--- src/rtl/bmcm_pkg.sv ---
// Shared constants, types and codes of the bone matrix chain multiplier.
`default_nettype none
package bmcm_pkg;
	localparam int MAX_BONES = 64;
	localparam int FRAC_BITS = 16;
	localparam int BONE_W = 6;
	localparam int PAR_W = 7;
	localparam int ELEM_W = 32;
	localparam int BCNT_W = 7;
	localparam int ADDR_W = 3;
	localparam int DATA_W = 32;
	localparam int BIDX_W = (MAX_BONES > 1) ? $clog2(MAX_BONES) : 1;
	localparam int ROW_AW = BIDX_W + 2;
	localparam int ROWS = MAX_BONES * 4;
	localparam int PROD_W = 2 * ELEM_W;
	localparam int SHP_W = PROD_W - FRAC_BITS;
	localparam int ACC_W = SHP_W + 2;
	localparam logic [BCNT_W-1:0] BONE_COUNT_RST = 7'd64;
	localparam logic REG_BONE_COUNT = 1'b0;

	typedef logic signed [ELEM_W-1:0] elem_t;
	typedef elem_t [3:0] row_t;

	typedef enum logic {
		CMD_LOAD  = 1'b0,
		CMD_LOCAL = 1'b1
	} cmd_t;

	typedef struct packed {
		logic       vld;
		logic       ph2;
		logic [1:0] r;
		logic [1:0] k;
	} step_t;

	typedef struct packed {
		logic [BONE_W-1:0] bone;
		logic [1:0]        row;
		row_t              data;
		logic              last_row;
		logic              frame_end;
		logic              bad_parent;
	} res_t;
endpackage
`default_nettype wire

--- src/rtl/bmcm_apb.sv ---
// APB register file holding the bone count.
`default_nettype none
module bmcm_apb (
	input  wire logic                            clk,
	input  wire logic                            arst_n,
	input  wire logic                            psel,
	input  wire logic                            penable,
	input  wire logic                            pwrite,
	input  wire logic [bmcm_pkg::ADDR_W-1:0]     paddr,
	input  wire logic [bmcm_pkg::DATA_W-1:0]     pwdata,
	output logic      [bmcm_pkg::DATA_W-1:0]     prdata,
	output logic                                 pready,
	output logic      [bmcm_pkg::BCNT_W-1:0]     bone_count
);
	logic [bmcm_pkg::BCNT_W-1:0] bone_count_q;
	logic                        sel_bc;

	assign sel_bc = paddr[bmcm_pkg::ADDR_W-1:2] == bmcm_pkg::REG_BONE_COUNT;
	assign pready = 1'b1;
	assign bone_count = bone_count_q;
	assign prdata = sel_bc ? bmcm_pkg::DATA_W'(bone_count_q) : '0;

	always_ff @(posedge clk or negedge arst_n) begin
		if (!arst_n) begin
			bone_count_q <= bmcm_pkg::BONE_COUNT_RST;
		end else if (psel && penable && pwrite && sel_bc) begin
			bone_count_q <= pwdata[bmcm_pkg::BCNT_W-1:0];
		end
	end
endmodule
`default_nettype wire

--- config.mk ---
export PLATFORM = sky130hd
export DESIGN_NAME = bmcm_apb
export DESIGN_NICKNAME = d
export VERILOG_FILES = /design/src/rtl/bmcm_pkg.sv /design/src/rtl/bmcm_apb.sv
export SDC_FILE = /design/constraint.sdc
export NUM_CORES = 1
export LEC_CHECK = 0
export BUFFER_PORTS_ARGS = -buffer_cell sky130_fd_sc_hd__clkbuf_2
export CORE_ASPECT_RATIO = 0.75
export CORE_MARGIN = 2
export CORE_UTILIZATION = 31
export DETAILED_ROUTE_END_ITERATION = 8
export PLACE_DENSITY = 0.84
export SETUP_SLACK_MARGIN = 0.4
export SLEW_MARGIN = 10
export SYNTH_ARGS = -nofsm -noshare
export SYNTH_HDL_FRONTEND = slang
export SYNTH_SLANG_ARGS = --single-unit
--- constraint.sdc ---
create_clock -name clk -period 1.7 [get_ports clk]
set_input_delay 0 -clock clk [delete_from_list [all_inputs] [get_ports clk]]
set_output_delay 0 -clock clk [all_outputs]
set_load 0.02 [all_outputs]
==> run summary <==
Syn. warnings: 0
Root Buffer: clkbuf_4
cell count after synthesis: 50
synth cell count leaders: 26 x buf_4, 7 x and2b_2, 7 x mux2_2
number of global-route vias before repair: 366
row count: 13
CP Max Fanout: 3
crit path DAT: 1.08 ns
Worst R2R Start: bone_count[1]$_DFFE_PN0P_
Setup violations, final: 0
Die Area: 2110 sq um
Top-Level Pins: 80
dpl hpwl: 687 um
mean area per synthesized cell: 10.9 sq um
Ant. Diodes: 0
Max IR drop VDD: 0.519 mV
Post-synth ARST share: 1.00
initial antenna violation count: 0
number of gates resized after cts: 0
most common cell in the netlist: buf_4
Slew Limit Fails: 0
routed vias/inst: 3.70
largest net degree at the start of global routing: 9
ys flop type: dfrtp_1
RSZ-0062 raised after global routing: no
Static Leakage: 0.408 nW
TritonCTS clock tree: done
flop-to-flop setup slack: 0.90 ns
Setup Fix Bufs, Post-CTS: 0
flop and latch count out of synthesis: 7
first-pass GRT wire length: 1550 um
Final WS setup: 0.623 ns
R2R cell count: 1
cts hold-fix bufs: 8
Tcrit/Tclk final: 0.634
Power Dens Cells: 955 nW/um^2
clock tree buffer depth: 2
CTS Buf Count: 3
Routed WL: 1040 um
drt pass-1 iters: 2
First DRT Iteration DRCs: 1
pre-CTS setup slack: 0.851 ns
Clk Latency, worst-skew pair: 0.25 ns
Crit Path Class: flip-flop to output pin
max FFs per register: 7
RD Place Congestion: 0.682
Starting Density: 0.321
share of cells above drive strength 1: 0.523
Worst setup SP type: flip-flop
Max Fclk: 928 MHz
Layout area overhead: 29.3%
mapped cell area: 543 sq um
Seq/Total Area, Yosys: 0.325
PortBufs: 26
max incr delay on CP: 0.53 ns
total track usage: 0.110
vias: 400
Req. time, crit path: 1.70 ns
Layout Skew: 0 ns
Fin Setup TNS: 0 ns
final hold viol count: 0
DRC violations left: 0
crit-path cells: and2b_2 -> clkbuf_2
worst hold path type: input port to async pin
Critical Path End Type: output pin
synth top area cells: buf_4 36%, dfrtp_1 28%, mux2_2 15%
Die H: 40.2 um
fin crit period: 1.08 ns
Crit Reg-Reg Endpoint: bone_count[1]$_DFFE_PN0P_
H-tree level count: 1
EDFF count, synth: 0
GRT Residual Overflow: 0
Die W: 52.3 um
DR WL/cell: 9.65 um
number of max-cap violations: 0
Distinct cells, synth: 7
Antenna Nets Post-Route: 0
clock sink count: 7
Clock Pin Slew Worst Setup and Hold Paths: 0.05 ns
Worst path slowest cell: dfstp_2
share of the synthesized area in the top cell type: 0.359
total core area: 1690 sq um
status: completed
leading area contributor after synthesis: buf_4
Nets: 127
-- worst max path at each step --
stage	from	end	cells after the start
global route	bone_count[6]$_DFFE_PN1P_	prdata[6]	2
floorplan	bone_count[0]$_DFFE_PN0P_	bone_count[0]$_DFFE_PN0P_	1
detailed placement	paddr[2]	bone_count[3]$_DFFE_PN0P_	3
global placement	paddr[2]	bone_count[2]$_DFFE_PN0P_	3
CTS	bone_count[6]$_DFFE_PN1P_	prdata[6]	2
finish	bone_count[6]$_DFFE_PN1P_	prdata[6]	2
-- power breakdown --
part | total (mW) | switching (mW) | internal (mW)
Clock | 0.149 | 0.0596 | 0.0895
Sequential | 0.236 | 0.0277 | 0.208
Combinational | 0.286 | 0.181 | 0.105
-- final cells by class --
cell class | count | area [sq um]
fillers | 157 | 990
multi-input cells | 41 | 262
repair buffers | 34 | 210
flip-flops and latches | 7 | 176
well taps | 22 | 27.5
clock buffers | 4 | 26.3
-- metal layers --
layer / share of wire / track usage
met3: 0.14 / 0.0373
met1: 0.34 / 0.104
met4: 0.018 / 0.115
met2: 0.50 / 0.188
met5: 0 / 0
-- worst max-delay path: cells and delay by family, from the launching register on --
kind                   cells  cell delay, ns
DFF                        1            0.53
buffers and inverters      1            0.16
and+or+nand+nor            1            0.13
-- cell families after synthesis --
| group | count (synthesis) | share of synthesized area |
|---|---|---|
| buffers and inverters | 26 | 0.359 |
| AND/OR/NAND/NOR | 8 | 0.157 |
| multiplexers | 7 | 0.145 |
| flip-flops | 7 | 0.325 |
| other | 2 | 0.0138 |
-- layout by cell type, fill, tap and decap left out --
master	instances
conb_1	26
dlygate4sd3_1	8
dfstp_2	1
clkbuf_2	26
clkbuf_1	1
dfrtp_1	6
and2b_2	7
clkbuf_4	3
mux2_2	7
nand4b_4	1
-- per-stage QoR --
| stage | power, mW | area (sq um) | hold WS [ns] | util | instances |
|---|---|---|---|---|---|
| finish | 0.670 | 702 | 0.124 | 0.415 | 108 |
| global route | 0.713 | 702 | 0.122 | 0.415 | 108 |
| CTS | 0.673 | 702 | 0.112 | 0.415 | 108 |
| detailed placement | 0.504 | 596 | -0.155 | 0.352 | 96 |
| global placement | 0.497 | 596 | -0.160 | 0.352 | 96 |
| floorplan | 0.462 | 633 | -0.296 | - | 74 |
No activity file was read; power rests on OpenSTA's default activity.
