[src/rtl/bmcm_pkg.sv]
// Shared constants, types and codes of the bone matrix chain multiplier.
`default_nettype none
package bmcm_pkg;
	localparam int MAX_BONES = 64;
	localparam int FRAC_BITS = 16;
	localparam int BONE_W = 6;
	localparam int PAR_W = 7;
	localparam int ELEM_W = 32;
	localparam int BCNT_W = 7;
	localparam int ADDR_W = 3;
	localparam int DATA_W = 32;
	localparam int BIDX_W = (MAX_BONES > 1) ? $clog2(MAX_BONES) : 1;
	localparam int ROW_AW = BIDX_W + 2;
	localparam int ROWS = MAX_BONES * 4;
	localparam int PROD_W = 2 * ELEM_W;
	localparam int SHP_W = PROD_W - FRAC_BITS;
	localparam int ACC_W = SHP_W + 2;
	localparam logic [BCNT_W-1:0] BONE_COUNT_RST = 7'd64;
	localparam logic REG_BONE_COUNT = 1'b0;

	typedef logic signed [ELEM_W-1:0] elem_t;
	typedef elem_t [3:0] row_t;

	typedef enum logic {
		CMD_LOAD  = 1'b0,
		CMD_LOCAL = 1'b1
	} cmd_t;

	typedef struct packed {
		logic       vld;
		logic       ph2;
		logic [1:0] r;
		logic [1:0] k;
	} step_t;

	typedef struct packed {
		logic [BONE_W-1:0] bone;
		logic [1:0]        row;
		row_t              data;
		logic              last_row;
		logic              frame_end;
		logic              bad_parent;
	} res_t;
endpackage
`default_nettype wire

[src/rtl/bmcm_lane.sv]
// One multiply-accumulate lane: truncated Q products, exact sum, saturation.
`default_nettype none
module bmcm_lane (
	input  wire logic            clk,
	input  wire logic            arst_n,
	input  wire bmcm_pkg::step_t step,
	input  wire bmcm_pkg::elem_t a,
	input  wire bmcm_pkg::elem_t b,
	output bmcm_pkg::elem_t      res
);
	logic signed [bmcm_pkg::PROD_W-1:0] prod_s3;
	logic                               vld_s3;
	logic                               first_s3;
	logic                               last_s3;
	logic signed [bmcm_pkg::ACC_W-1:0]  acc_q;
	logic signed [bmcm_pkg::ACC_W-1:0]  shp;
	logic signed [bmcm_pkg::ACC_W-1:0]  base;
	logic signed [bmcm_pkg::ACC_W-1:0]  sum;
	bmcm_pkg::elem_t                    res_q;
	bmcm_pkg::elem_t                    sat;

	assign shp = bmcm_pkg::ACC_W'($signed(prod_s3[bmcm_pkg::PROD_W-1:bmcm_pkg::FRAC_BITS]));
	assign base = first_s3 ? bmcm_pkg::ACC_W'(0) : acc_q;
	assign sum = base + shp;

	always_comb begin
		if (sum[bmcm_pkg::ACC_W-1] && !(&sum[bmcm_pkg::ACC_W-2:bmcm_pkg::ELEM_W-1])) begin
			sat = {1'b1, {(bmcm_pkg::ELEM_W-1){1'b0}}};
		end else if (!sum[bmcm_pkg::ACC_W-1] && (|sum[bmcm_pkg::ACC_W-2:bmcm_pkg::ELEM_W-1])) begin
			sat = {1'b0, {(bmcm_pkg::ELEM_W-1){1'b1}}};
		end else begin
			sat = sum[bmcm_pkg::ELEM_W-1:0];
		end
	end

	always_ff @(posedge clk or negedge arst_n) begin
		if (!arst_n) begin
			vld_s3 <= 1'b0;
		end else begin
			vld_s3 <= step.vld;
		end
	end

	always_ff @(posedge clk) begin
		prod_s3 <= bmcm_pkg::PROD_W'(a) * bmcm_pkg::PROD_W'(b);
		first_s3 <= step.k == 2'd0;
		last_s3 <= step.k == 2'd3;
		if (vld_s3) begin
			acc_q <= sum;
		end
		if (vld_s3 && last_s3) begin
			res_q <= sat;
		end
	end

	assign res = res_q;
endmodule
`default_nettype wire

[config.mk]
export PLATFORM = sky130hd
export DESIGN_NAME = bmcm_lane
export DESIGN_NICKNAME = d
export VERILOG_FILES = /design/src/rtl/bmcm_pkg.sv /design/src/rtl/bmcm_lane.sv
export SDC_FILE = /design/constraint.sdc
export NUM_CORES = 2
export LEC_CHECK = 0
export BUFFER_PORTS_ARGS = -buffer_cell sky130_fd_sc_hd__buf_4
export CAP_MARGIN = 20
export CORE_UTILIZATION = 45
export CTS_BUF_LIST = sky130_fd_sc_hd__clkbuf_4 sky130_fd_sc_hd__clkbuf_8
export CTS_CLUSTER_DIAMETER = 150
export DETAILED_ROUTE_END_ITERATION = 10
export GPL_TIMING_DRIVEN = 0
export SYNTH_ARGS = -nofsm -noshare
export SYNTH_HDL_FRONTEND = slang
export SYNTH_SLANG_ARGS = --single-unit
export TNS_END_PERCENT = 5
[constraint.sdc]
create_clock -name clk -period 12.1 [get_ports clk]
set_clock_uncertainty 0.05 [all_clocks]
set_input_delay 1.21 -clock clk [delete_from_list [all_inputs] [get_ports clk]]
set_output_delay 1.21 -clock clk [all_outputs]
set_load 0.02 [all_outputs]
==> qor.txt <==
Ys Warns - 0
CP Max Fanout - 11
Post-CTS Setup Repair Bufs - 0
FMAX - 96.4 MHz
Multi-input gate area - 0.0348 sq mm
H-tree levels - 4
vias after detailed routing - 31700
status - finished, final reports clean
Die Span Y - 311 microns
CTS Sinks - 133
GRT Total Usage - 31.8%
Die Wd - 311 microns
CTS Buf Count - 17
DR pass1 iterations - 5
post-synthesis sequential area ratio - 8.13%
vias in the first global route - 34100
largest net degree at the start of global routing - 33
register area - 0.00349 sq mm
post_cts resized - 0
first-pass GRT wire length - 223 mm
total grt overflow - 0
Syn Inst Count - 4419
r2r setup slk - 6.86 ns
Hold Vio Cnt, Final - 0
Crit. End Element - register
syn nets - 5802
kind of critical path - in2reg
Starting Density - 45.7%
synthesized area - 0.0429 sq mm
fin area - 0.0458 sq mm
Final min period - 10.38 ns
post-DP HPWL - 125 mm
# Max-Cap Violations - 0
Residual DRC - 0
reg2reg path depth - 17
required time of the critical path - 12.43 ns
startpoint type of the worst setup path - input pin
final slew viol count - 0
IO Port Bufs - 100
Critical Path AT - 10.70 ns
Skew-Pair Late Insertion Delay - 0.48 ns
initial antenna violation count - 18
Crit. Startpoint - b[2]
Core Area - 0.0939 sq mm
Vias/cell - 5.43
CTS tree - done
worst-margin pin slew - 1.29 ns
Tcrit/Tclk final - 85.7%
Routability Congestion - 1.06
FF-to-FF End - res[11]
Post-DP Area - 0.0453 sq mm
I/O Pins - 104
min-delay worst type - in2async
drt initial violations - 2698
Routed WL per cell - 25.5 microns
Synth async-reset ratio - 0.752%
setup TNS - 0 ns
final setup vio count - 0
CTS hold repair buffers - 0
Antenna Nets Post-Route - 0
Die ar. - 0.0966 sq mm
Area growth syn-to-layout - 6.72%
RSZ-0062 raised after global routing - no
CTS root buf - clkbuf_8
Clock Path Buffers - 2
Synth cell types - 88
worst r2r src - first_s3
FP Rows - 112
NumNets Final - 5929
EDFF count, synth - 82
Worst-path clk slew - 0.08 ns
Yosys reg bits - 133
fill count - 9122
share of cells above drive strength 1 - 5.48%
Syn Area/Cell - 9.71 sq um
Slew HR - 14.1%
Top FF cell, synth - edfxtp_1
Routed WL - 149 mm
## synthesized netlist by cell type (4+ instances only)
| library cell | count | area share (%) |
|---|---|---|
| o21ai_0 | 37 | 0.43 |
| and2_1 | 530 | 7.7 |
| a21o_2 | 4 | 0.082 |
| edfxtp_1 | 82 | 5.7 |
| nand2b_1 | 21 | 0.31 |
| clkbuf_1 | 200 | 1.7 |
| ha_1 | 229 | 6.7 |
| a21o_1 | 54 | 0.94 |
| o211ai_1 | 6 | 0.10 |
| inv_1 | 986 | 8.6 |
| o21a_1 | 8 | 0.14 |
| buf_2 | 8 | 0.093 |
| and3_1 | 21 | 0.31 |
| nor3_1 | 21 | 0.24 |
| a21oi_2 | 39 | 0.80 |
| a211o_1 | 6 | 0.12 |
| nor2_1 | 69 | 0.60 |
| fa_1 | 1082 | 50 |
| a211oi_2 | 4 | 0.12 |
| a211oi_1 | 11 | 0.19 |
| buf_4 | 11 | 0.19 |
| xor2_1 | 34 | 0.69 |
| xnor2_1 | 67 | 1.4 |
| nor2b_1 | 63 | 0.92 |
| and4_1 | 7 | 0.14 |
| nand3_1 | 15 | 0.17 |
| a21oi_1 | 81 | 0.94 |
| o21ai_2 | 5 | 0.10 |
| nand2_1 | 528 | 4.6 |
| o21bai_1 | 11 | 0.19 |
| o21ai_1 | 12 | 0.14 |
| dfxtp_1 | 50 | 2.3 |
| a31oi_1 | 10 | 0.15 |
| nand4_1 | 21 | 0.31 |
| buf_6 | 7 | 0.18 |
## worst max-delay path, stage by stage
cell and delay (ns):
buf_4 0.17, clkbuf_1 0.70, nand2_1 0.23, inv_1 0.18, fa_1 0.46, fa_1 0.50, fa_1 1.13, inv_1 0.16
fa_1 1.10, inv_1 0.50, fa_1 0.60, fa_1 0.54, inv_1 0.05, fa_1 0.45, fa_1 0.51, inv_1 0.04
ha_1 0.32, a21o_1 0.18, a21o_1 0.17, a21o_1 0.19, a21o_1 0.18, a21oi_1 0.14, nor2b_1 0.06, o21ai_0 0.14
nand2b_1 0.07, a41oi_1 0.31, o21bai_1 0.12, xnor2_1 0.26
## placed cells by master, fill, tap and decap left out, types with 17 or more instances in the layout
master    count
a21o_1       54
a21oi_1      81
a21oi_2      39
and2_1      529
and3_1       21
buf_4       111
clkbuf_1    200
clkbuf_8     17
dfxtp_1      50
edfxtp_1     82
fa_1       1082
ha_1        229
inv_1       986
nand2_1     528
nand2b_1     21
nand4_1      21
nor2_1       69
nor2b_1      63
nor3_1       21
o21ai_0      37
xnor2_1      67
xor2_1       34
## flip-flops by register name, indices dropped and copies added, names as in the netlist
signal and flops:
vld_s3 1, acc_q 50, last_s3 1, res 32, prod_s3 48, first_s3 1
## logic make-up (layout without fill, tap and decap cells)
logic type,after synthesis,count (layout),synth area share (%)
AOI/OAI and AO/OA,338,338,5.83
xor gates and xnor gates,104,104,2.18
adders and majority gates,1311,1311,57.2
buffers and inverters,1212,1352,10.8
DFF,133,133,8.13
muxes,1,1,0.0233
other,0,15,0
and+or+nand+nor,1320,1320,15.8
## worst max-delay path by stage
stage	slack (ns)	end
after floorplan	3.41	prod_s3[63]
after detailed placement	1.18	prod_s3[63]
after global routing	1.39	prod_s3[63]
after CTS	1.69	prod_s3[63]
after global placement	1.21	prod_s3[63]
final	1.72	prod_s3[63]
## metrics by stage
step | instances | worst slack (ns) | hold slack (ns) | utilization [%]
detailed placement | 5778 | 1.18 | 0.606 | 48.3
global placement | 5773 | 1.21 | 0.589 | 48.2
global route | 5813 | 1.39 | 0.385 | 48.7
finish | 5828 | 1.72 | 0.440 | 48.8
floorplan | 4419 | 3.41 | 0.481 | -
CTS | 5810 | 1.69 | 0.394 | 48.7
## routing by layer
metal | routed length [microns] | up-vias | GRT usage [%]
met5 | 14 | - | 0
met2 | 66900 | 1564 | 50.6
met1 | 58800 | 16400 | 41.7
met3 | 13700 | 395 | 6.19
li1 | - | 13300 | -
met4 | 9110 | 2 | 15.6
## cell type report
type / instances / share of cell area [%]
clock inverter: 14 / 0.322
timing repair buffer: 108 / 1.93
tap: 1254 / 3.43
buffer: 226 / 2.08
antenna: 15 / 0.0820
multi-input combinational: 3074 / 75.9
clock buffer: 18 / 0.527
inverter: 986 / 8.08
sequential: 133 / 7.62
Power is not shown: default switching activity piles up to over one toggle a cycle in this logic, so the estimate is an artifact.
