## config.mk

```make
export PLATFORM = sky130hd
export DESIGN_NAME = bmcm_outq_flat
export DESIGN_NICKNAME = d
export VERILOG_FILES = /design/src/rtl/bmcm_pkg.sv /design/src/rtl/bmcm_if.sv /design/src/rtl/bmcm_outq.sv /design/src/flat_wrapper.sv
export SDC_FILE = /design/constraint.sdc
export NUM_CORES = 1
export LEC_CHECK = 0
export ABC_AREA = 1
export BUFFER_PORTS_ARGS = -buffer_cell sky130_fd_sc_hd__buf_4
export CAP_MARGIN = 20
export CORE_UTILIZATION = 45
export CTS_BUF_LIST = sky130_fd_sc_hd__clkbuf_4
export CTS_CLUSTER_SIZE = 20
export DETAILED_ROUTE_END_ITERATION = 8
export HOLD_SLACK_MARGIN = 0.03
export PLACE_DENSITY = 0.72
export SYNTH_ARGS = -nofsm -noshare
export SYNTH_HDL_FRONTEND = slang
export SYNTH_SLANG_ARGS = --single-unit
```

## constraint.sdc

```tcl
create_clock -name clk -period 3.9 [get_ports clk]
set_clock_uncertainty 0.15 [all_clocks]
set_input_delay 0 -clock clk [delete_from_list [all_inputs] [get_ports clk]]
set_output_delay 0 -clock clk [all_outputs]
set_load 0.03 [all_outputs]
```

## src/rtl/bmcm_pkg.sv

```systemverilog
// Shared constants, types and codes of the bone matrix chain multiplier.
`default_nettype none
package bmcm_pkg;
	localparam int MAX_BONES = 64;
	localparam int FRAC_BITS = 16;
	localparam int BONE_W = 6;
	localparam int PAR_W = 7;
	localparam int ELEM_W = 32;
	localparam int BCNT_W = 7;
	localparam int ADDR_W = 3;
	localparam int DATA_W = 32;
	localparam int BIDX_W = (MAX_BONES > 1) ? $clog2(MAX_BONES) : 1;
	localparam int ROW_AW = BIDX_W + 2;
	localparam int ROWS = MAX_BONES * 4;
	localparam int PROD_W = 2 * ELEM_W;
	localparam int SHP_W = PROD_W - FRAC_BITS;
	localparam int ACC_W = SHP_W + 2;
	localparam logic [BCNT_W-1:0] BONE_COUNT_RST = 7'd64;
	localparam logic REG_BONE_COUNT = 1'b0;

	typedef logic signed [ELEM_W-1:0] elem_t;
	typedef elem_t [3:0] row_t;

	typedef enum logic {
		CMD_LOAD  = 1'b0,
		CMD_LOCAL = 1'b1
	} cmd_t;

	typedef struct packed {
		logic       vld;
		logic       ph2;
		logic [1:0] r;
		logic [1:0] k;
	} step_t;

	typedef struct packed {
		logic [BONE_W-1:0] bone;
		logic [1:0]        row;
		row_t              data;
		logic              last_row;
		logic              frame_end;
		logic              bad_parent;
	} res_t;
endpackage
`default_nettype wire

```

## src/rtl/bmcm_if.sv

```systemverilog
// Item channels of the bone matrix chain multiplier.
`default_nettype none


interface bmcm_out_if;
	logic               valid;
	logic               ready;
	logic [5:0]         out_bone;
	logic [1:0]         out_row;
	logic signed [31:0] out_elem0;
	logic signed [31:0] out_elem1;
	logic signed [31:0] out_elem2;
	logic signed [31:0] out_elem3;
	logic               last_row;
	logic               frame_end;
	logic               bad_parent;
	modport source (output valid, out_bone, out_row, out_elem0, out_elem1, out_elem2,
		out_elem3, last_row, frame_end, bad_parent, input ready);
	modport sink (input valid, out_bone, out_row, out_elem0, out_elem1, out_elem2,
		out_elem3, last_row, frame_end, bad_parent, output ready);
endinterface
`default_nettype wire

```

## src/rtl/bmcm_outq.sv

```systemverilog
// Four-entry result queue between the lanes and the result channel.
`default_nettype none
module bmcm_outq (
	input  wire logic           clk,
	input  wire logic           arst_n,
	input  wire logic           push,
	input  wire bmcm_pkg::res_t din,
	output logic                empty,
	bmcm_out_if.source          results
);
	bmcm_pkg::res_t ent_q [4];
	logic [1:0]     wp_q;
	logic [1:0]     rp_q;
	logic [2:0]     cnt_q;
	logic           pop;

	assign pop = results.valid && results.ready;
	assign empty = cnt_q == 3'd0;
	assign results.valid = !empty;
	assign results.out_bone = ent_q[rp_q].bone;
	assign results.out_row = ent_q[rp_q].row;
	assign results.out_elem0 = ent_q[rp_q].data[0];
	assign results.out_elem1 = ent_q[rp_q].data[1];
	assign results.out_elem2 = ent_q[rp_q].data[2];
	assign results.out_elem3 = ent_q[rp_q].data[3];
	assign results.last_row = ent_q[rp_q].last_row;
	assign results.frame_end = ent_q[rp_q].frame_end;
	assign results.bad_parent = ent_q[rp_q].bad_parent;

	always_ff @(posedge clk or negedge arst_n) begin
		if (!arst_n) begin
			wp_q <= '0;
			rp_q <= '0;
			cnt_q <= '0;
		end else begin
			if (push) begin
				wp_q <= wp_q + 2'd1;
			end
			if (pop) begin
				rp_q <= rp_q + 2'd1;
			end
			cnt_q <= cnt_q + 3'(push) - 3'(pop);
		end
	end

	always_ff @(posedge clk) begin
		if (push) begin
			ent_q[wp_q] <= din;
		end
	end

`ifndef ASSERT_OFF
	a_no_overflow: assert property (@(posedge clk) disable iff (!arst_n)
		push |-> (cnt_q != 3'd4 || pop))
		else $error("result queue overflow");
`endif
endmodule
`default_nettype wire

```

## src/flat_wrapper.sv

```systemverilog
// flat-port wrapper written by rule: the top's interface ports become plain ports
module bmcm_outq_flat 
  (clk, arst_n, push, din, empty, results_valid, results_out_bone, results_out_row, results_out_elem0, results_out_elem1, results_out_elem2, results_out_elem3, results_last_row, results_frame_end, results_bad_parent, results_ready);
  bmcm_out_if results_i ();
  input  wire logic clk;
  input  wire logic arst_n;
  input  wire logic push;
  input  wire bmcm_pkg::res_t din;
  output logic empty;
  output wire logic [$bits(results_i.valid)-1:0] results_valid;
  output wire logic [$bits(results_i.out_bone)-1:0] results_out_bone;
  output wire logic [$bits(results_i.out_row)-1:0] results_out_row;
  output wire logic [$bits(results_i.out_elem0)-1:0] results_out_elem0;
  output wire logic [$bits(results_i.out_elem1)-1:0] results_out_elem1;
  output wire logic [$bits(results_i.out_elem2)-1:0] results_out_elem2;
  output wire logic [$bits(results_i.out_elem3)-1:0] results_out_elem3;
  output wire logic [$bits(results_i.last_row)-1:0] results_last_row;
  output wire logic [$bits(results_i.frame_end)-1:0] results_frame_end;
  output wire logic [$bits(results_i.bad_parent)-1:0] results_bad_parent;
  input wire logic [$bits(results_i.ready)-1:0] results_ready;
  assign results_valid = results_i.valid;
  assign results_out_bone = results_i.out_bone;
  assign results_out_row = results_i.out_row;
  assign results_out_elem0 = results_i.out_elem0;
  assign results_out_elem1 = results_i.out_elem1;
  assign results_out_elem2 = results_i.out_elem2;
  assign results_out_elem3 = results_i.out_elem3;
  assign results_last_row = results_i.last_row;
  assign results_frame_end = results_i.frame_end;
  assign results_bad_parent = results_i.bad_parent;
  assign results_i.ready = results_ready;
  bmcm_outq u_core (.clk(clk), .arst_n(arst_n), .push(push), .din(din), .empty(empty), .results(results_i));
endmodule
```

==> reports/results.md, run 1 <==
| Stage | Item | Reported |
|:---|:---|:---|
| worst setup path | Crit path capture type | output pin |
| placed design | Port Buffer Count | 283 |
| worst setup path | Launching instance or port of the critical path | u_core.rp_q[1]$_DFFE_PN0P_ |
| worst setup path | Max FO, Critical Path | 118 |
| clocking | Clock tree root driver cell | clkbuf_4 |
| layout | Final Core Density | 60.6% |
| yosys | Syn nets | 1,964 |
| sta | Tightest slew margin relative to the limit | 31.8% |
| layout | Sequential cell area | 16,900 sq um |
| layout | Number of nets at the end of the flow | 2,608 |
| layout | Synthesis-to-finish area growth | 33.0% |
| yosys | FF+latch count, synth | 563 |
| floorplanning | Standard-cell rows | 81 |
| yosys | Sequential fraction of the synthesis area | 76.0% |
| detailed routing | Detailed Routing Iterations Pass 1 | 5 |
| detailed routing | Number of DRC markers after the initial detailed-route iteration | 1,112 |
| placed design | DP HPWL | 25.8 mm |
| worst setup path | Max incr delay on CP | 0.54 ns |
| yosys | Synth Cell Area | 22,200 sq um |
| sta | Final-layout worst hold slack | 0.248 ns |
| global routing | Overall Global Routing Usage | 20.6% |
| pwr | Worst vdd ir | 0.000573 V |
| layout | Footprint of the multi-input gates | 4200 sq um |
| detailed routing | Via total after detailed routing | 15,600 |
| floorplanning | Chip width | 224 um |
| worst setup path | Critical setup path kind | register to output pin |
| worst setup path | Cell occurring most often along the worst timing path | buf_4 |
| layout | Layout cell share with drive strength beyond 1 | 20.2% |
| detailed routing | Via-per-instance ratio | 4.84 |
| sta | Final Cycle Share | 79.3% |
| sta | Final Hold Fails | 0 |
| worst setup path | Reg-to-Reg Start | u_core.wp_q[0]$_DFFE_PN0P_ |
| sta | Tightest Pin Transition | 1.02 ns |
| sta | Number of pins with negative max-slew slack in the final report | 0 |
| worst hold path | Startpoint of the lowest-slack hold path | din[98] |
| pwr | Standby leakage power | 11.9 nW |
| worst hold path | Worst hold-check path type | input port to register |
| detailed routing | Number of remaining DRC errors | 0 |
| layout | Number of standard cells in the final layout excluding fillers | 3,217 |
| floorplanning | Top-level I/O count | 284 |
| global routing | Vias in the first global route | 15,700 |
| global routing | Initial antenna violation count | 5 |
| clocking | Quantity of gates resized following cts | 0 |
| clocking | Htree depth | 4 |
| sta | Worst-case setup margin in the final layout | 0.805 ns |
| worst setup path | Chain of cells forming the critical path | inv_8, buf_4, nor2_1, o21ai_0, nand2_1, buf_4 |
| outcome | Run status | finished, final reports clean |
| yosys | Synth Warn # | 0 |
| floorplanning | Overall die area | 50,200 sq um |
| layout | Design area | 29,500 sq um |
| placed design | Post-DP Area | 24,900 sq um |
| placed design | Count of placed standard cells including taps | 2,687 |
| worst setup path | Critical Path AT | 2.94 ns |
| worst setup path | Worst R2R Setup Slack | 1.44 ns |
| pwr | Flop pwr share | 36.5% |
| floorplanning | Die height | 224 um |
| floorplanning | Area of the placeable core | 48,700 sq um |
| detailed routing | DRT antenna net count | 0 |
| worst setup path | Required arrival time at the worst endpoint | 3.75 ns |
| clocking | Number of buffers added by the clock tree synthesis step | 147 |
| clocking | TritonCTS clock tree | done |
| yosys | Cells after Synth | 1,814 |
| worst setup path | Kind of start point of the critical path | register |
| clocking | Buffer depth of the longest clock path | 3 |
| global routing | First-pass GRT wire length | 78.9 mm |
| job | Number of max-cap violations | 0 |
| clocking | Total clock sinks | 563 |
| pwr | Clk pwr share | 22.3% |
| global routing | Overflow after GRT | 0 |
| pwr | Power Internal | 13.4 mW |
| placed design | Pre-CTS setup slack | 1.41 ns |
| pwr | Cell area power density | 758 nW/um^2 |
| pwr | Power share of the combinational group | 41.2% |
| placed design | Gp weighted congestion | 0.734 |
| global routing | Maximum number of pins on one net before global-route repair | 231 |
| sta | Achievable frequency | 323 MHz |
| sta | Fin crit period | 3.09 ns |
| pwr | Total Power Consumption | 22.4 mW |
| yosys | Syn avg cell area | 12.2 sq um |
| clocking | Worst-skew pair later-pin latency | 0.91 ns |
| worst setup path | Cell family with most CP delay | buffers and inverters |
| sta | Number of failing setup endpoints in the final timing report | 0 |
| worst setup path | Critical-path top delay cell | inv_8 |
| yosys | Number of different library cells in the post-synthesis netlist | 19 |
| detailed routing | Final Routed Wirelength | 51.5 mm |
| pwr | Switching fraction of total power | 40.1% |
| sta | Final setup TNS | 0 ns |
| floorplanning | Starting density of the core | 45.5% |
| worst setup path | Total buffers and inverters traversed by the critical path | 3 |
| layout | Count of filler cells inserted in the layout | 3,663 |
| pwr | Switching power total | 8.98 mW |
| detailed routing | Wirelength per Cell | 16.0 um |
| sta | Unrepaired setup endpoints after global routing | false |
| clocking | Post-CTS clock slew at the launch and capture registers of the worst setup and hold paths | 0.07 ns |
## worst paths after layout
path / to / cells after the start
setup reg to reg: u_core.ent_q[0][69]$_DFFE_PP_ / 5
min in group asynchronous: u_core.cnt_q[0]$_DFF_PN0_ / 4
setup / recovery: results_out_elem0[28] / 6
hold / removal: u_core.ent_q[3][98]$_DFFE_PP_ / 3
max in group asynchronous: u_core.rp_q[0]$_DFFE_PN0P_ / 4
hold reg to reg: u_core.wp_q[0]$_DFFE_PN0P_ / 1
## cells by family after synthesis
| logic type | after synthesis | share of synthesized area (%) |
|---|---|---|
| DFF | 563 | 76.0 |
| and+or+nand+nor | 714 | 12.1 |
| buffers and inverters | 248 | 5.06 |
| AOI/OAI and AO/OA | 279 | 6.29 |
| xor gates and xnor gates | 3 | 0.118 |
| adders and majority gates | 7 | 0.428 |
## per-layer routing
layer  GRT usage, %  up-vias  wire length [um]
met1           23.5     7457             20200
met3           6.28       97              3460
met2           35.4      543             26600
met4           9.50        4              1170
met5              0        -                27
li1               -     7485                 -
## tightest hold or removal path: cells and delay by family
family,cells,cell delay (ns)
buf+inv,3,1.22
## power groups by stage
stage / registers (mW) / logic (mW) / clock network, mW
floorplan: 8.31 / 5.92 / 0
global placement: 8.25 / 8.85 / 0
detailed placement: 8.29 / 8.99 / 0
CTS: 8.16 / 9.24 / 5.13
global route: 8.25 / 10.0 / 5.43
finish: 8.18 / 9.23 / 4.99
## synthesized netlist by cell type
cell type  number  share of area (%)
buf_1          12               0.20
buf_2           6               0.14
buf_4           4               0.14
buf_6          21                1.1
buf_8           1              0.068
clkbuf_1       48               0.81
dfrtp_1         7               0.79
edfxtp_1      556                 75
fa_1            1              0.090
ha_1            6               0.34
inv_1         154                2.6
inv_2           2              0.034
nand2_1       433                7.3
nand3_1         2              0.045
nor2_1        279                4.7
o21ai_0       259                5.8
o21ai_1        20               0.45
xnor2_1         1              0.039
xor2_1          2              0.079
## placed cells by master, fill, tap and decap left out, types with 3 or more instances in the layout
cell type and n:
clkinv_2 4, ha_1 6, dfrtp_1 6, inv_1 150, clkbuf_4 191, buf_4 295, nor2_1 279, o21ai_0 259
clkinvlp_4 7, dlygate4sd3_1 286, clkinv_1 33, edfxtp_1 556, bufinv_16 6, buf_12 6, o21ai_1 20, diode_2 3
nand2_1 433
## registers in the layout (all words and copies together) (netlist names)
| register | flops |
|---|---|
| u_core.cnt_q | 3 |
| u_core.ent_q | 556 |
| u_core.rp_q | 2 |
| u_core.wp_q | 2 |
## final cells by class
| cell class | count | area share [%] |
|---|---|---|
| Tap cell | 664 | 2.81 |
| Sequential cell | 563 | 57.2 |
| Clock buffer | 191 | 4.86 |
| Antenna cell | 3 | 0.0254 |
| Clock inverter | 50 | 1.26 |
| Timing Repair Buffer | 587 | 17.6 |
| Multi-Input combinational cell | 1003 | 14.2 |
| Inverter | 156 | 2.07 |
## repair_timing
item,CTS,global route
hold buffers,286,0
setup buffers,0,0
hold endpoints to repair,1023,0
setup endpoints to repair,0,0
No activity file was read; power rests on OpenSTA's default activity.
==> inputs of run 2 (changes only) <==
- PLACE_DENSITY: 0.72 -> 0.7
- clock period: 3.9 -> 3 ns (I/O delays scaled with it)
==> reports/results.md, run 2 (synthesis results as in run 1) <==
| Stage | Item | Reported |
|:---|:---|:---|
| outcome | Run status | finished, final reports clean |
| placed design | Port Buffer Count | 283 |
| sta | Final setup TNS | 0 ns |
| global routing | Overall Global Routing Usage | 20.8% |
| global routing | Overflow after GRT | 0 |
| detailed routing | Number of DRC markers after the initial detailed-route iteration | 1,047 |
| detailed routing | Wirelength per Cell | 16.1 um |
| detailed routing | Final Routed Wirelength | 51.9 mm |
| layout | Layout cell share with drive strength beyond 1 | 21.8% |
| worst setup path | Critical setup path kind | register to output pin |
| layout | Final Core Density | 61.1% |
| sta | Tightest Pin Transition | 1.09 ns |
| global routing | M3 GR Usage | 5.97% |
| floorplanning | Area of the placeable core | 48,700 sq um |
| clocking | Total clock sinks | 563 |
| clocking | Number of buffers added by the clock tree synthesis step | 147 |
| sta | Fin crit period | 2.77 ns |
| detailed routing | Via-per-instance ratio | 4.83 |
| worst setup path | Required arrival time at the worst endpoint | 2.85 ns |
| global routing | Maximum number of pins on one net before global-route repair | 167 |
| pwr | Power share of the combinational group | 41.7% |
| layout | Number of nets at the end of the flow | 2,617 |
| sta | Unrepaired setup endpoints after global routing | false |
| sta | Achievable frequency | 361 MHz |
| floorplanning | Chip width | 224 um |
| worst setup path | Crit path capture type | output pin |
| clocking | Post-CTS clock slew at the launch and capture registers of the worst setup and hold paths | 0.07 ns |
| layout | Number of flip-flops under the largest register name | 556 |
| pwr | Switching power total | 11.7 mW |
| clocking | Htree depth | 4 |
| pwr | Clk pwr share | 22.2% |
| worst setup path | Max FO, Critical Path | 104 |
| sta | Final Hold Fails | 0 |
| layout | Count of filler cells inserted in the layout | 3,626 |
| worst hold path | Worst hold-check path type | input port to register |
| worst setup path | Critical Path AT | 2.62 ns |
| placed design | Gp weighted congestion | 0.796 |
| worst setup path | Kind of start point of the critical path | register |
| clocking | Buffer depth of the longest clock path | 3 |
| detailed routing | DRT antenna net count | 0 |
| pwr | Power Internal | 17.8 mW |
| clocking | Clock tree root driver cell | clkbuf_4 |
| clocking | Buffers inserted during post-CTS setup optimization | 0 |
| floorplanning | Die height | 224 um |
| global routing | Met2 routing resource usage after global routing | 35.8% |
| detailed routing | Detailed Routing Iterations Pass 1 | 5 |
| global routing | Initial antenna violation count | 6 |
| layout | Number of standard cells in the final layout excluding fillers | 3,233 |
| placed design | Post-DP Area | 25,000 sq um |
| global routing | GRT met1 Usage | 23.7% |
| layout | Registers with the most flip-flops | u_core.ent_q: 556 flops, u_core.cnt_q: 3 flops |
| pwr | Flop pwr share | 36.1% |
| placed design | DP HPWL | 27.4 mm |
| pwr | Cell area power density | 989 nW/um^2 |
| pwr | Switching fraction of total power | 39.6% |
| sta | Number of failing setup endpoints in the final timing report | 0 |
| clocking | Worst-skew pair later-pin latency | 0.91 ns |
| sta | Tightest slew margin relative to the limit | 27.6% |
| pwr | Standby leakage power | 12.1 nW |
| pwr | Worst vdd ir | 0.000682 V |
| layout | Leading cell type in the layout, fill and taps excluded | edfxtp_1 |
| detailed routing | Via total after detailed routing | 15,600 |
| global routing | Vias in the first global route | 15,900 |
| layout | Most frequent cells in the layout | 556 x edfxtp_1, 429 x nand2_1, 297 x buf_4 |
| layout | Register bank with the most flops | u_core.ent_q |
| detailed routing | Number of remaining DRC errors | 0 |
| sta | Number of pins with negative max-slew slack in the final report | 0 |
| placed design | Count of placed standard cells including taps | 2,696 |
| layout | Synthesis-to-finish area growth | 34.2% |
| layout | Design area | 29,800 sq um |
| global routing | Layer carrying the most global-route usage | met2 |
| floorplanning | Top-level I/O count | 284 |
| job | Number of max-cap violations | 0 |
| floorplanning | Starting density of the core | 45.5% |
| floorplanning | Overall die area | 50,200 sq um |
| clocking | TritonCTS clock tree | done |
| sta | Final Cycle Share | 92.4% |
| global routing | First-pass GRT wire length | 80.4 mm |
| floorplanning | Standard-cell rows | 81 |
[run 2: cell count changes in the layout (fill, tap and decap cells not counted), moves of 4 or more]
cell and change:
clkbuf_4 +33, clkinv_1 -23, buf_12 +6, nand2_1 -4, diode_2 +4, nand2_2 +4
[run 2: area by class of cell]
cell class              count  area [sq um]  area share (%)
well taps                 664           831            2.79
inverters                 156           618            2.08
repair buffers            596          5380            18.1
clock buffers             224          1680            5.65
clock inverters            20           164           0.550
flip-flops and latches    563         16900            56.7
multi-input cells        1003          4220            14.2
diodes                      7          17.5          0.0588
[run 2: stage by stage]
step	setup slack, ns	hold WS (ns)	total power [mW]
after floorplan	-0.281	-0.446	18.5
after global placement	0.665	-0.323	22.4
after detailed placement	0.630	-0.322	22.6
after CTS	0.00759	0.105	29.7
after global routing	0.00390	0.190	31.2
final	0.229	0.284	29.5
[run 2: critical path: stages, from the launching register on]
cell and delay, ns:
dfrtp_1 0.47, inv_12 0.41, buf_12 0.32, nor2_1 0.10
o21ai_1 0.10, nand2_1 0.09, buf_4 0.17
[run 2: path summary, 6_finish.rpt]
kind | from | to | slack (ns) | cells after the start
max | u_core.rp_q[1]$_DFFE_PN0P_ | results_out_elem2[7] | 0.23 | 6
min | din[133] | u_core.ent_q[2][133]$_DFFE_PP_ | 0.28 | 3
max reg2reg | u_core.wp_q[0]$_DFFE_PN0P_ | u_core.ent_q[0][105]$_DFFE_PP_ | 0.67 | 5
min reg2reg | u_core.wp_q[0]$_DFFE_PN0P_ | u_core.wp_q[0]$_DFFE_PN0P_ | 0.41 | 1
max in group asynchronous | arst_n | u_core.rp_q[0]$_DFFE_PN0P_ | 1.87 | 4
min in group asynchronous | arst_n | u_core.rp_q[1]$_DFFE_PN0P_ | 0.48 | 4
[run 2: power groups by stage]
stage	logic [mW]	registers (mW)	clock network [mW]
floorplan	7.71	10.8	0
global placement	11.7	10.7	0
detailed placement	11.9	10.8	0
CTS	12.3	10.6	6.74
global route	13.3	10.7	7.14
finish	12.3	10.6	6.54
[run 2: layer usage]
layer / up-vias / routed length (um)
met2: 504 / 26400
met5: - / 0
met4: 0 / 1500
li1: 7525 / -
met1: 7473 / 20600
met3: 114 / 3430
[run 2: timing repair]
action                                  CTS  global route
endpoints found under the hold margin   966             0
gates cloned                              1             0
endpoints found under the setup margin   83             6
hold buffers                            285             0
resized for setup                         2             1
